$ cat config.mk
export PLATFORM = sky130hd
export DESIGN_NAME = pressure_door_open_detector
export DESIGN_NICKNAME = d
export VERILOG_FILES = /design/src/sv/pdod_pkg.sv /design/src/sv/pdod_window.sv /design/src/sv/pdod_track.sv /design/src/sv/pressure_door_open_detector.sv
export SDC_FILE = /design/constraint.sdc
export NUM_CORES = 2
export LEC_CHECK = 0
export BUFFER_PORTS_ARGS = -buffer_cell sky130_fd_sc_hd__buf_4
export CAP_MARGIN = 20
export CORE_UTILIZATION = 45
export CTS_CLUSTER_DIAMETER = 100
export DETAILED_ROUTE_END_ITERATION = 8
export GPL_ROUTABILITY_DRIVEN = 1
export PLACE_DENSITY_LB_ADDON = 0.2
export SLEW_MARGIN = 10
export SYNTH_ARGS = -nofsm -noshare
export SYNTH_HDL_FRONTEND = slang
export SYNTH_HIERARCHICAL = 1
export SYNTH_SLANG_ARGS = --single-unit
$ cat constraint.sdc
create_clock -name clk -period 18.5 [get_ports clk]
set_input_delay 2.775 -clock clk [delete_from_list [all_inputs] [get_ports clk]]
set_output_delay 2.775 -clock clk [all_outputs]
set_load 0.05 [all_outputs]
$ cat src/sv/pdod_pkg.sv
// ----------------------------------------------------------------------------
// pdod_pkg
// Shared types and constants of the pressure door-open detector.
// ----------------------------------------------------------------------------
`default_nettype none

package pdod_pkg;

    localparam int PRESS_W = 21;
    localparam int HUM_W   = 17;
    localparam int BAND_W  = 14;
    localparam int STEP_W  = 17;
    localparam int CIDX_W  = 3;
    localparam int CDATA_W = 21;

    localparam logic [PRESS_W-1:0] FAULT_HIGH    = 21'd1100000;
    localparam logic [PRESS_W-1:0] FAULT_LOW     = 21'd1000;
    localparam logic [HUM_W-1:0]   HUMIDITY_FULL = 17'd100000;

    localparam logic [BAND_W-1:0]  OPEN_MARGIN_RST   = 14'd230;
    localparam logic [BAND_W-1:0]  SETTLE_LOWER_RST  = 14'd80;
    localparam logic [BAND_W-1:0]  SETTLE_UPPER_RST  = 14'd100;
    localparam logic [STEP_W-1:0]  MAX_STEP_RST      = 17'd2000;
    localparam logic [PRESS_W-1:0] PLAUS_MIN_RST     = 21'd800000;
    localparam logic [PRESS_W-1:0] PLAUS_MAX_RST     = 21'd1000000;

    typedef enum logic [CIDX_W-1:0] {
        REG_OPEN_MARGIN   = 3'd0,
        REG_SETTLE_LOWER  = 3'd1,
        REG_SETTLE_UPPER  = 3'd2,
        REG_MAX_STEP      = 3'd3,
        REG_PLAUS_MIN     = 3'd4,
        REG_PLAUS_MAX     = 3'd5
    } cfg_index_t;

    typedef struct packed {
        logic               door_open;
        logic [PRESS_W-1:0] closed_avg;
        logic [PRESS_W-1:0] open_avg;
    } track_t;

    typedef struct packed {
        logic               sample_accepted;
        logic               sensor_fault;
        track_t             track;
    } result_t;

endpackage

`default_nettype wire

$ cat src/sv/pdod_window.sv
// ----------------------------------------------------------------------------
// pdod_window
// Moving sample window with running sum; gives the window average that
// results from the sample being pushed in this cycle.
// ----------------------------------------------------------------------------
`default_nettype none

module pdod_window #(
    parameter int DEPTH = 16
) (
    input  wire logic                         clk,
    input  wire logic                         rst_n,
    input  wire logic                         push,
    input  wire logic                         first,
    input  wire logic [pdod_pkg::PRESS_W-1:0] sample,
    output logic      [pdod_pkg::PRESS_W-1:0] avg
);

    localparam int PW    = pdod_pkg::PRESS_W;
    localparam int LOG_D = $clog2(DEPTH);
    localparam int SUM_W = PW + LOG_D;
    localparam int SHIFT = SUM_W + LOG_D;
    localparam logic [63:0] RECIP_FULL =
        ((64'd1 << SHIFT) + 64'(DEPTH) - 64'd1) / 64'(DEPTH);
    localparam logic [SUM_W:0] RECIP = RECIP_FULL[SUM_W:0];

    logic [PW-1:0]    window_reg [DEPTH];
    logic [SUM_W-1:0] sum_reg;
    logic [SUM_W-1:0] sum_next;
    logic [2*SUM_W:0] prod;

    always_comb
    begin
        if (first)
        begin
            sum_next = SUM_W'({{LOG_D{1'b0}}, sample} * SUM_W'(DEPTH));
        end
        else
        begin
            sum_next = sum_reg - SUM_W'(window_reg[0]) + SUM_W'(sample);
        end
    end

    // floor(sum / DEPTH) by exact reciprocal multiply
    assign prod = {{(SUM_W+1){1'b0}}, sum_next} * {{SUM_W{1'b0}}, RECIP};
    assign avg  = prod[SHIFT +: PW];

    always_ff @(posedge clk or negedge rst_n)
    begin
        if (!rst_n)
        begin
            sum_reg <= '0;
        end
        else if (push)
        begin
            sum_reg <= sum_next;
        end
    end

    // taps; the first sample fills every slot
    always_ff @(posedge clk)
    begin
        if (push)
        begin
            for (int i = 0; i < DEPTH; i++)
            begin
                if (first || i == DEPTH - 1)
                begin
                    window_reg[i] <= sample;
                end
                else
                begin
                    window_reg[i] <= window_reg[i+1];
                end
            end
        end
    end

endmodule

`default_nettype wire

$ cat src/sv/pdod_track.sv
// ----------------------------------------------------------------------------
// pdod_track
// Closed/open door averages and the strike counter that drives the door flag.
// ----------------------------------------------------------------------------
`default_nettype none

module pdod_track #(
    parameter int DEPTH = 16
) (
    input  wire logic                         clk,
    input  wire logic                         rst_n,
    input  wire logic                         update,
    input  wire logic [pdod_pkg::PRESS_W-1:0] sample,
    input  wire logic [pdod_pkg::PRESS_W-1:0] avg,
    input  wire logic [pdod_pkg::BAND_W-1:0]  open_margin,
    input  wire logic [pdod_pkg::BAND_W-1:0]  settle_lower,
    input  wire logic [pdod_pkg::BAND_W-1:0]  settle_upper,
    output pdod_pkg::track_t                  after
);

    localparam int PW    = pdod_pkg::PRESS_W;
    localparam int DW    = PW + 2;
    localparam int CNT_W = $clog2(DEPTH + 1);
    localparam logic [CNT_W-1:0] CNT_MAX = CNT_W'(DEPTH);

    logic [PW-1:0]    closed_reg, closed_next, closed_upd;
    logic [PW-1:0]    open_reg, open_next, open_upd;
    logic [CNT_W-1:0] cnt_reg, cnt_next;
    logic             flag_reg, flag_next;

    logic signed [DW-1:0] d, e, d2, e2;
    logic signed [DW-1:0] sl, su, om;
    logic                 settled, strike;

    always_comb
    begin
        sl = $signed({{(DW-pdod_pkg::BAND_W){1'b0}}, settle_lower});
        su = $signed({{(DW-pdod_pkg::BAND_W){1'b0}}, settle_upper});
        om = $signed({{(DW-pdod_pkg::BAND_W){1'b0}}, open_margin});
        d  = $signed({2'b00, closed_reg}) - $signed({2'b00, sample});
        e  = $signed({2'b00, open_reg}) - $signed({2'b00, sample});

        settled = (flag_reg && cnt_reg == CNT_MAX) || (!flag_reg && cnt_reg == '0);

        closed_upd = closed_reg;
        open_upd   = open_reg;
        if (settled)
        begin
            if (closed_reg == '0 || (d > -sl && d < su && !flag_reg))
            begin
                closed_upd = avg;
            end
            else if (flag_reg && (open_reg == '0 || (e > -su && e < sl)))
            begin
                open_upd = avg;
            end
        end

        // strike test sees the averages just updated
        d2 = $signed({2'b00, closed_upd}) - $signed({2'b00, sample});
        e2 = $signed({2'b00, open_upd}) - $signed({2'b00, sample});
        strike = (d2 < -om) || (open_upd != '0 && e2 < om);

        cnt_next    = cnt_reg;
        flag_next   = flag_reg;
        open_next   = open_upd;
        closed_next = closed_upd;
        if (strike)
        begin
            if (cnt_reg >= CNT_MAX)
            begin
                flag_next = 1'b1;
            end
            else
            begin
                cnt_next = cnt_reg + 1'b1;
            end
        end
        else
        begin
            if (cnt_reg == '0)
            begin
                flag_next = 1'b0;
                open_next = '0;
            end
            else
            begin
                cnt_next = cnt_reg - 1'b1;
            end
        end

        // hold state when the sample does not update
        if (!update)
        begin
            cnt_next    = cnt_reg;
            flag_next   = flag_reg;
            open_next   = open_reg;
            closed_next = closed_reg;
        end
    end

    always_ff @(posedge clk or negedge rst_n)
    begin
        if (!rst_n)
        begin
            closed_reg <= '0;
            open_reg   <= '0;
            cnt_reg    <= '0;
            flag_reg   <= 1'b0;
        end
        else
        begin
            closed_reg <= closed_next;
            open_reg   <= open_next;
            cnt_reg    <= cnt_next;
            flag_reg   <= flag_next;
        end
    end

    assign after.door_open  = flag_next;
    assign after.closed_avg = closed_next;
    assign after.open_avg   = open_next;

endmodule

`default_nettype wire

$ cat src/sv/pressure_door_open_detector.sv
// ----------------------------------------------------------------------------
// pressure_door_open_detector
// Door-open detection from a stream of pressure and humidity samples.
// ----------------------------------------------------------------------------
// Usage:
//   Input channel (in_valid / in_stall) carries one pressure_sample and
//   humidity_sample per beat. Output channel (out_valid / out_stall) returns
//   exactly one result beat per input beat, in order.
//   Result: each result is registered into the output buffer as its input beat is taken.
//   Throughput: one beat per cycle while in_stall is low; the whole update (fault test, window
//   push, reciprocal-multiply average, band compares, strike counter) sits
//   between the state registers and a two-entry output buffer.
//   Stall: when the receiver stalls, results collect in the output buffer;
//   in_stall rises only once both entries are full, and drops as soon as
//   the receiver takes a beat.
//   Configuration: cfg_valid / cfg_ready write register cfg_index with
//   cfg_data; cfg_ready is always high, unknown indexes are dropped.
//   Write it only while the block is idle.
//   Reset (rst_n low, asynchronous) restores register defaults, clears the
//   window sum and averages, the door flag and the output buffer.
// ----------------------------------------------------------------------------
`default_nettype none

module pressure_door_open_detector #(
    parameter int WINDOW_DEPTH = 16
) (
    input  wire logic                         clk,
    input  wire logic                         rst_n,
    input  wire logic                         in_valid,
    output logic                              in_stall,
    input  wire logic [pdod_pkg::PRESS_W-1:0] pressure_sample,
    input  wire logic [pdod_pkg::HUM_W-1:0]   humidity_sample,
    output logic                              out_valid,
    input  wire logic                         out_stall,
    output logic                              sample_accepted,
    output logic                              sensor_fault,
    output logic                              door_open,
    output logic      [pdod_pkg::PRESS_W-1:0] closed_average,
    output logic      [pdod_pkg::PRESS_W-1:0] open_average_out,
    input  wire logic                         cfg_valid,
    output logic                              cfg_ready,
    input  wire logic [pdod_pkg::CIDX_W-1:0]  cfg_index,
    input  wire logic [pdod_pkg::CDATA_W-1:0] cfg_data
);

    localparam int PW = pdod_pkg::PRESS_W;

    logic [pdod_pkg::BAND_W-1:0] open_margin_reg, settle_lower_reg, settle_upper_reg;
    logic [pdod_pkg::STEP_W-1:0] max_step_reg;
    logic [PW-1:0]               plaus_min_reg, plaus_max_reg;
    logic [PW-1:0]               last_reg;

    logic             in_take, out_take;
    logic             fault, plausible, ok, first, update;
    logic [PW-1:0]    step, avg;
    pdod_pkg::track_t after;
    pdod_pkg::result_t res_new, main_reg, skid_reg;
    logic             main_valid_reg, skid_valid_reg;

    // ---------------- configuration
    assign cfg_ready = 1'b1;

    always_ff @(posedge clk or negedge rst_n)
    begin
        if (!rst_n)
        begin
            open_margin_reg  <= pdod_pkg::OPEN_MARGIN_RST;
            settle_lower_reg <= pdod_pkg::SETTLE_LOWER_RST;
            settle_upper_reg <= pdod_pkg::SETTLE_UPPER_RST;
            max_step_reg     <= pdod_pkg::MAX_STEP_RST;
            plaus_min_reg    <= pdod_pkg::PLAUS_MIN_RST;
            plaus_max_reg    <= pdod_pkg::PLAUS_MAX_RST;
        end
        else if (cfg_valid && cfg_ready)
        begin
            case (pdod_pkg::cfg_index_t'(cfg_index))
                pdod_pkg::REG_OPEN_MARGIN:  open_margin_reg  <= cfg_data[pdod_pkg::BAND_W-1:0];
                pdod_pkg::REG_SETTLE_LOWER: settle_lower_reg <= cfg_data[pdod_pkg::BAND_W-1:0];
                pdod_pkg::REG_SETTLE_UPPER: settle_upper_reg <= cfg_data[pdod_pkg::BAND_W-1:0];
                pdod_pkg::REG_MAX_STEP:     max_step_reg     <= cfg_data[pdod_pkg::STEP_W-1:0];
                pdod_pkg::REG_PLAUS_MIN:    plaus_min_reg    <= cfg_data;
                pdod_pkg::REG_PLAUS_MAX:    plaus_max_reg    <= cfg_data;
                default: ;
            endcase
        end
    end

    // ---------------- sample checks
    assign in_stall = skid_valid_reg;
    assign in_take  = in_valid && !in_stall;
    assign out_take = main_valid_reg && !out_stall;

    assign first = (last_reg == '0);
    assign fault = (pressure_sample == pdod_pkg::FAULT_HIGH) ||
                   (pressure_sample < pdod_pkg::FAULT_LOW);
    assign step  = (last_reg > pressure_sample) ? last_reg - pressure_sample
                                                : pressure_sample - last_reg;
    assign plausible = first ||
                       (step < PW'(max_step_reg) &&
                        pressure_sample > plaus_min_reg &&
                        pressure_sample < plaus_max_reg &&
                        humidity_sample != pdod_pkg::HUMIDITY_FULL);
    assign ok     = !fault && plausible;
    assign update = in_take && ok;

    always_ff @(posedge clk or negedge rst_n)
    begin
        if (!rst_n)
        begin
            last_reg <= '0;
        end
        else if (update)
        begin
            last_reg <= pressure_sample;
        end
    end

    pdod_window #(
        .DEPTH (WINDOW_DEPTH)
    ) u_window (
        .clk    (clk),
        .rst_n  (rst_n),
        .push   (update),
        .first  (first),
        .sample (pressure_sample),
        .avg    (avg)
    );

    pdod_track #(
        .DEPTH (WINDOW_DEPTH)
    ) u_track (
        .clk          (clk),
        .rst_n        (rst_n),
        .update       (update),
        .sample       (pressure_sample),
        .avg          (avg),
        .open_margin  (open_margin_reg),
        .settle_lower (settle_lower_reg),
        .settle_upper (settle_upper_reg),
        .after        (after)
    );

    assign res_new.sample_accepted = ok;
    assign res_new.sensor_fault    = fault;
    assign res_new.track           = after;

    // ---------------- two-entry output buffer
    always_ff @(posedge clk or negedge rst_n)
    begin
        if (!rst_n)
        begin
            main_valid_reg <= 1'b0;
            skid_valid_reg <= 1'b0;
        end
        else if (skid_valid_reg)
        begin
            if (out_take)
            begin
                skid_valid_reg <= 1'b0;
            end
        end
        else if (in_take)
        begin
            if (main_valid_reg && !out_take)
            begin
                skid_valid_reg <= 1'b1;
            end
            main_valid_reg <= 1'b1;
        end
        else if (out_take)
        begin
            main_valid_reg <= 1'b0;
        end
    end

    always_ff @(posedge clk)
    begin
        if (skid_valid_reg)
        begin
            if (out_take)
            begin
                main_reg <= skid_reg;
            end
        end
        else if (in_take)
        begin
            if (main_valid_reg && !out_take)
            begin
                skid_reg <= res_new;
            end
            else
            begin
                main_reg <= res_new;
            end
        end
    end

    assign out_valid        = main_valid_reg;
    assign sample_accepted  = main_reg.sample_accepted;
    assign sensor_fault     = main_reg.sensor_fault;
    assign door_open        = main_reg.track.door_open;
    assign closed_average   = main_reg.track.closed_avg;
    assign open_average_out = main_reg.track.open_avg;

    // ---------------- assertions
    a_skid_needs_main: assert property (@(posedge clk) disable iff (!rst_n)
        in_stall |-> out_valid)
        else $error("skid entry held while output register empty");

    a_fault_not_accepted: assert property (@(posedge clk) disable iff (!rst_n)
        out_valid |-> !(sample_accepted && sensor_fault))
        else $error("faulty sample reported as accepted");

    a_open_needs_closed: assert property (@(posedge clk) disable iff (!rst_n)
        (out_valid && door_open) |-> (closed_average != '0))
        else $error("door open with no closed-door average");

    a_open_avg_only_open: assert property (@(posedge clk) disable iff (!rst_n)
        (out_valid && !door_open) |-> (open_average_out == '0))
        else $error("open-door average kept while door closed");

endmodule

`default_nettype wire

Yosys cells after proc, flatten, opt, wreduce, memory -nomap -nowiden. Memories as Yosys holds them, arrays and structs flattened. Index checks and enable logic that the tools add are counted.

Reduce and logical (&&, ||, !) cells: 44. Muxes and demuxes: 51. Add/sub/neg operators: 13. Magnitude comparators: 12. Equal/unequal tests: 12. Bitwise operators: 16.

Operators with widths (number): $mux 21 (25); $mux 45 (4); $sub 21x21->22 (4); $lt 23x15->1 (3); $neg 14->23 (3); $logic_not 21->1 (3); $gt 23x23->1 (2); $gt 21x21->1 (2); $sub 21x21->21 (2); $add 25x21->25 (1); $mux 25 (1); $sub 25x21->25 (1); $lt 23x23->1 (1); $eq 21x21->1 const B (1); $lt 21x10->1 const B (1); $lt 21x17->1 (1); $lt 21x21->1 (1); $reduce_bool 21->1 (1); $mux 1 (18); $ne 17x17->1 const B (1); $logic_and 1x1->1 (15); $mux 5 (3); $or 1x1->1 (15); $reduce_and 2->1 (7); 16 further kinds (32).

Input bits: 67. Word-level logic and storage cells: 173. Memories: 1. RAM bits: 336. Register bits after elaboration: 287.

Memories: u_window.window_reg (words 16, width 21, rd ports 16, clocked after Yosys merged registers in 0, write ports 16, RTL line pdod_window.sv:27) `logic [PW-1:0] window_reg [DEPTH];`.

Depth between registers and ports, before layout.
Depth in word-level cells: 17. Depth in mapped cells: 55. Depth with buffers taken out: 54.

By module. Netlist, hierarchy kept.

By module, submodules not included: pdod_window (area each 16338.2 um^2, sequential area each 10715.3 um^2, cells an instance 1188, times used 1); pressure_door_open_detector (area each 11900.2 um^2, sequential area each 5841.9 um^2, cells an instance 1036, times used 1); pdod_track (area each 10084.7 um^2, sequential area each 1201.2 um^2, cells an instance 1260, times used 1).

Worst setup path before layout. Ideal clock, no wire load.

Path type: input-to-reg. From: in pressure_sample[3] (netlist name). To: mem u_window/window_reg[0][0] (netlist name), enable pin. Required time: 17.705 ns. Arrival time: 15.698 ns. Slack: 2.006 ns. Stages on the path: 24. Buffers on the path: 2. Setup time: 0.795 ns. Cell sequence: inv_1 > ha_1 > a21o_1 > a21oi_2 > a21oi_2 > a211oi_4 > a21o_1 > buf_2 > mux2i_1 > inv_1 > o221ai_1 > a21oi_1 > o21ai_0 > xor2_1 > ha_1 > nand4_1 > nor4_1 > o311ai_0 > nand3_1 > nor4_1 > and4_1 > nand4_1 > nand2_1 > clkbuf_1.

RTL lines: start, declared (RTL line pressure_door_open_detector.sv:31) `input wire logic [pdod_pkg::PRESS_W-1:0] pressure_sample,`; end, declared (RTL line pdod_window.sv:27).

Worst setup path in the final report.
From: in pressure_sample[1] (netlist name). To: reg u_track.cnt_reg[4].

Word-level cells in the longest chain between the ends: 14. Elaborated cells on any way between the ends: 47.

Ends and longest elaborated chain: $sub 21x21->22 (RTL line pdod_track.sv:41) `e = $signed({2'b00, open_reg}) - $signed({2'b00, sample});`; $gt 23x23->1 / $lt 23x15->1 (equally long branches) (RTL line pdod_track.sv:53) `else if (flag_reg && (open_reg == '0 || (e > -su && e < sl)))`; $logic_and 1x1->1 (RTL line pdod_track.sv:53); $logic_or 1x1->1 (RTL line pdod_track.sv:53); $logic_and 1x1->1 (RTL line pdod_track.sv:53); $mux 21 (RTL line pdod_track.sv:53); $mux 21 (RTL line pdod_track.sv:49) `if (closed_reg == '0 || (d > -sl && d < su && !flag_reg))`; $mux 21 (RTL line pdod_track.sv:47) `if (settled)`; $sub 21x21->22 (RTL line pdod_track.sv:61) `e2 = $signed({2'b00, open_upd}) - $signed({2'b00, sample});`; $lt 23x15->1 (RTL line pdod_track.sv:62) `strike = (d2 < -om) || (open_upd != '0 && e2 < om);`; $logic_and 1x1->1 (RTL line pdod_track.sv:62); $logic_or 1x1->1 (RTL line pdod_track.sv:62); $ne 2x2->1 (no source line) / $ne 2x1->1 (equally long branches); $reduce_and 3->1 (no source line); end signal, assigned (RTL line pdod_track.sv:115) `cnt_reg <= cnt_next;`; end, declared (RTL line pdod_track.sv:28) `logic [CNT_W-1:0] cnt_reg, cnt_next;`.

Parallel ways exist; a longest one is shown, timed or not. A chain may end at the register's enable or synchronous reset.

==> results.yml <==
setup_path:
  cp_max_fo: 21
  reg2regPathDepth: 51
  rr_endpoint: "u_track/cnt_reg[4]$_DFFE_PN0P_"
  cp_top_family: "compound AO/OA/AOI/OAI gates"
  critPathLaunch: "pressure_sample[1]"
  worst-path-buf-inv: 4
  critPathKind: "in -> reg"
  worst_setup_path_end_kind: "flip-flop"
  startpoint_type: "input port"
  crit_top_cell: "a21oi_1"
  rr_startpoint: "u_track/closed_reg[1]$_DFF_PN0_"
  reg2reg_slack_ns: 6.45
  arrival_ns: 14.66
  critPathRequiredTime_ns: 18.95
  slowest_stage: "a2111oi_0"
  max_stage_delay_ns: 0.67
min_path:
  hold_class: "reg -> reg"
  worstHoldStart: "u_window/sum_reg[12]$_DFFE_PN0P_"
  hold_end: "u_window/sum_reg[12]$_DFFE_PN0P_"
  worstHoldPathCells: 2
clock_network:
  numCtsBuffers: 74
  post_cts_buffers: 0
  cts_buffer_depth: 3
  ctsResizeCount: 0
  clk_pin_slew_ns: 0.06
  cts_root_buffer: "clkbuf_16"
  h-tree-depth: 3
  tritoncts: "yes"
  holdBufCountCts: 0
  insertion_delay_ns: 0.65
  cts.sinks: 623
cells_and_area:
  nFillCells: 7602
  final_nets: 3959
  largest_reg_flops: 336
  postLayoutCellArea_mm2: 0.04271
  drive_above_1_share_pct: 14.72
  area_growth_pct: 11.44
  n_antenna_cell: 0
drt:
  drt_iter0_markers: 2328
  vias: 27554
  avgRoutedWirePerCell_um: 21.94
  totalWireLength_um: 104200
  drcViolationCount: 0
  vias_per_cell: 5.803
  drtAntennaViolNets: 0
  drt_pass1_iterations: 5
yosys:
  ys_seq_area_share_pct: 46.34
  synth.distinct_cells: 106
  synth_seq_cells: 623
  syn_inst: 3484
  avgSynthCellArea_um2: 11.00
  synth_fp_nets: 3891
  synth_edf_count: 426
  synthArstFlopShare_pct: 31.62
  synth_top_flop_cell: "edfxtp_1"
  ys_warn_count: 6
  synth.cell_area_mm2: 0.03832
floorplanning:
  die_w_um: 293.8
  die_h_um: 293.8
  core.rowCount: 106
  pin_count: 115
  start_util_pct: 45.65
  die_area_mm2: 0.08633
  coreArea_mm2: 0.08395
power:
  power.density_mw_per_mm2: 144.6
  p_leak_uw: 0.01927
  ir_drop_mv: 0.07985
run:
  maxCapViolations: 0
timing:
  finClkSkew_ns: 0.04556
  worstMarginPinSlew_ns: 1.104
  setup_violations: 0
  min_period_ns: 14.21
  finalHoldViolations: 0
  rsz0062_at_grt: "false"
  finalCritPeriodShare_pct: 76.80
  finalSetupTns_ns: 0
  slew_violations: 0
  slew_headroom_pct: 25.75
  fmax_ghz: 0.07038
grt:
  antenna_found_initial: 4
  grt_pass1_vias: 26722
  grt.total_usage_pct: 24.21
  grt_first_pass_wirelength_um: 161400
  grt_max_degree: 221
  gr-total-overflow: 0
placed_design:
  dp_hpwl_um: 75400
  port-buffer-count: 113
  placed_area_mm2: 0.04017
  gp_congestion: 0.9462
run_status:
  status: "completed"
## logic make-up (layout without fill, tap and decap cells)
| group | after synthesis | after routing | synth area share, % |
|---|---|---|---|
| multiplexers | 215 | 215 | 6.236 |
| flip-flops | 623 | 623 | 46.34 |
| adder cells (fa/ha/maj) | 343 | 343 | 11.71 |
| buffers and inverters | 492 | 622 | 5.315 |
| AND/OR/NAND/NOR | 667 | 667 | 8.874 |
| AO/OA/AOI/OAI | 1013 | 1013 | 18.54 |
| other | 1 | 1 | 0.009785 |
| XOR/XNOR | 130 | 130 | 2.971 |
## synthesized netlist by cell type (49+ instances only)
| master | number | area [um2] |
|---|---|---|
| a21o_1 | 373 | 2800 |
| a21oi_1 | 178 | 890.9 |
| clkbuf_1 | 94 | 352.8 |
| dfrtp_1 | 168 | 4204 |
| edfxtp_1 | 426 | 12790 |
| ha_1 | 313 | 3916 |
| inv_1 | 328 | 1231 |
| mux2_2 | 175 | 1971 |
| nand2_1 | 170 | 638.1 |
| nand3_1 | 57 | 285.3 |
| nand4_1 | 49 | 306.5 |
| nor2_1 | 152 | 570.6 |
| o21ai_0 | 140 | 700.7 |
| xnor2_1 | 88 | 770.7 |
## routing by layer
layer	track usage (%)	vias to the layer above	share of wire, %
met5	0	-	0
met2	37.88	747	45
met1	35.00	13716	47
met4	7.762	0	2.8
met3	2.696	143	5.0
li1	-	12948	-
## worst max path at each step
stage	slack, ns	depth (start not counted)	end
after global placement	4.19	53	u_track/cnt_reg[4]$_DFFE_PN0P_
final	4.29	53	u_track/cnt_reg[4]$_DFFE_PN0P_
after detailed placement	3.87	52	u_track/cnt_reg[2]$_DFFE_PN0P_
after global routing	3.45	53	u_track/cnt_reg[4]$_DFFE_PN0P_
after floorplan	2.01	24	u_window/window_reg[0][0]$_DFFE_PP_
after CTS	4.47	52	u_track/cnt_reg[2]$_DFFE_PN0P_
## stage by stage
step                total power [uW]  setup slack [ns]  util, %  hold WS, ns  std cells
floorplan                       3960             2.006        -       0.4559       3484
global placement                4663             4.189    47.85       0.4788       4602
detailed placement              4677             3.870    47.85       0.4879       4602
CTS                             6181             4.471    50.80       0.5015       4740
global route                    6554             3.455    50.87       0.5134       4748
finish                          6174             4.291    50.87       0.4968       4748
## final cells by class
type	count	area [um2]	area share (%)
repair buffers	154	1187	2.780
clock buffers	90	1942	4.547
multi-input cells	2369	18630	43.61
flip-flops and latches	623	17760	41.58
well taps	1134	1419	3.322
clock inverters	48	534.3	1.251
inverters	330	1239	2.900
## where the power goes
part	leakage (uW)	switching [uW]	internal, uW	total [uW]
clock	0.00120	623	850	1470
combinational	0.0118	1720	1100	2810
sequential	0.00630	151	1740	1890
total	0.0193	2490	3680	6170
## layout by cell type (no fill, tap or decap), types with 12 or more instances in the layout
master / instances
a211oi_1: 25
a21o_1: 373
a21oi_1: 178
a22o_1: 23
a31oi_1: 18
and4_1: 12
buf_4: 151
clkbuf_1: 13
clkbuf_16: 74
clkinv_1: 16
dfrtp_1: 167
dfstp_2: 29
edfxtp_1: 426
fa_1: 27
ha_1: 313
inv_1: 328
mux2_2: 175
mux2i_1: 34
nand2_1: 169
nand2b_1: 26
nand3_1: 57
nand4_1: 49
nor2_1: 150
nor2b_1: 28
nor3_1: 40
nor4_1: 41
o211ai_1: 34
o21a_1: 40
o21ai_0: 140
o21bai_1: 17
o2bb2ai_1: 20
o31ai_1: 13
or3_1: 21
xnor2_1: 88
xor2_1: 42
## worst register-to-register path: cells and delay by family (launching register included)
kind / cells / cell delay (ns)
DFF: 1 / 0.46
muxes: 2 / 0.69
adders and majority gates: 6 / 1.74
xor gates and xnor gates: 2 / 0.26
buffers and inverters: 2 / 0.41
and+or+nand+nor: 10 / 1.92
AOI/OAI and AO/OA: 29 / 6.37
Note: power is estimated with default switching activity, not from simulation.
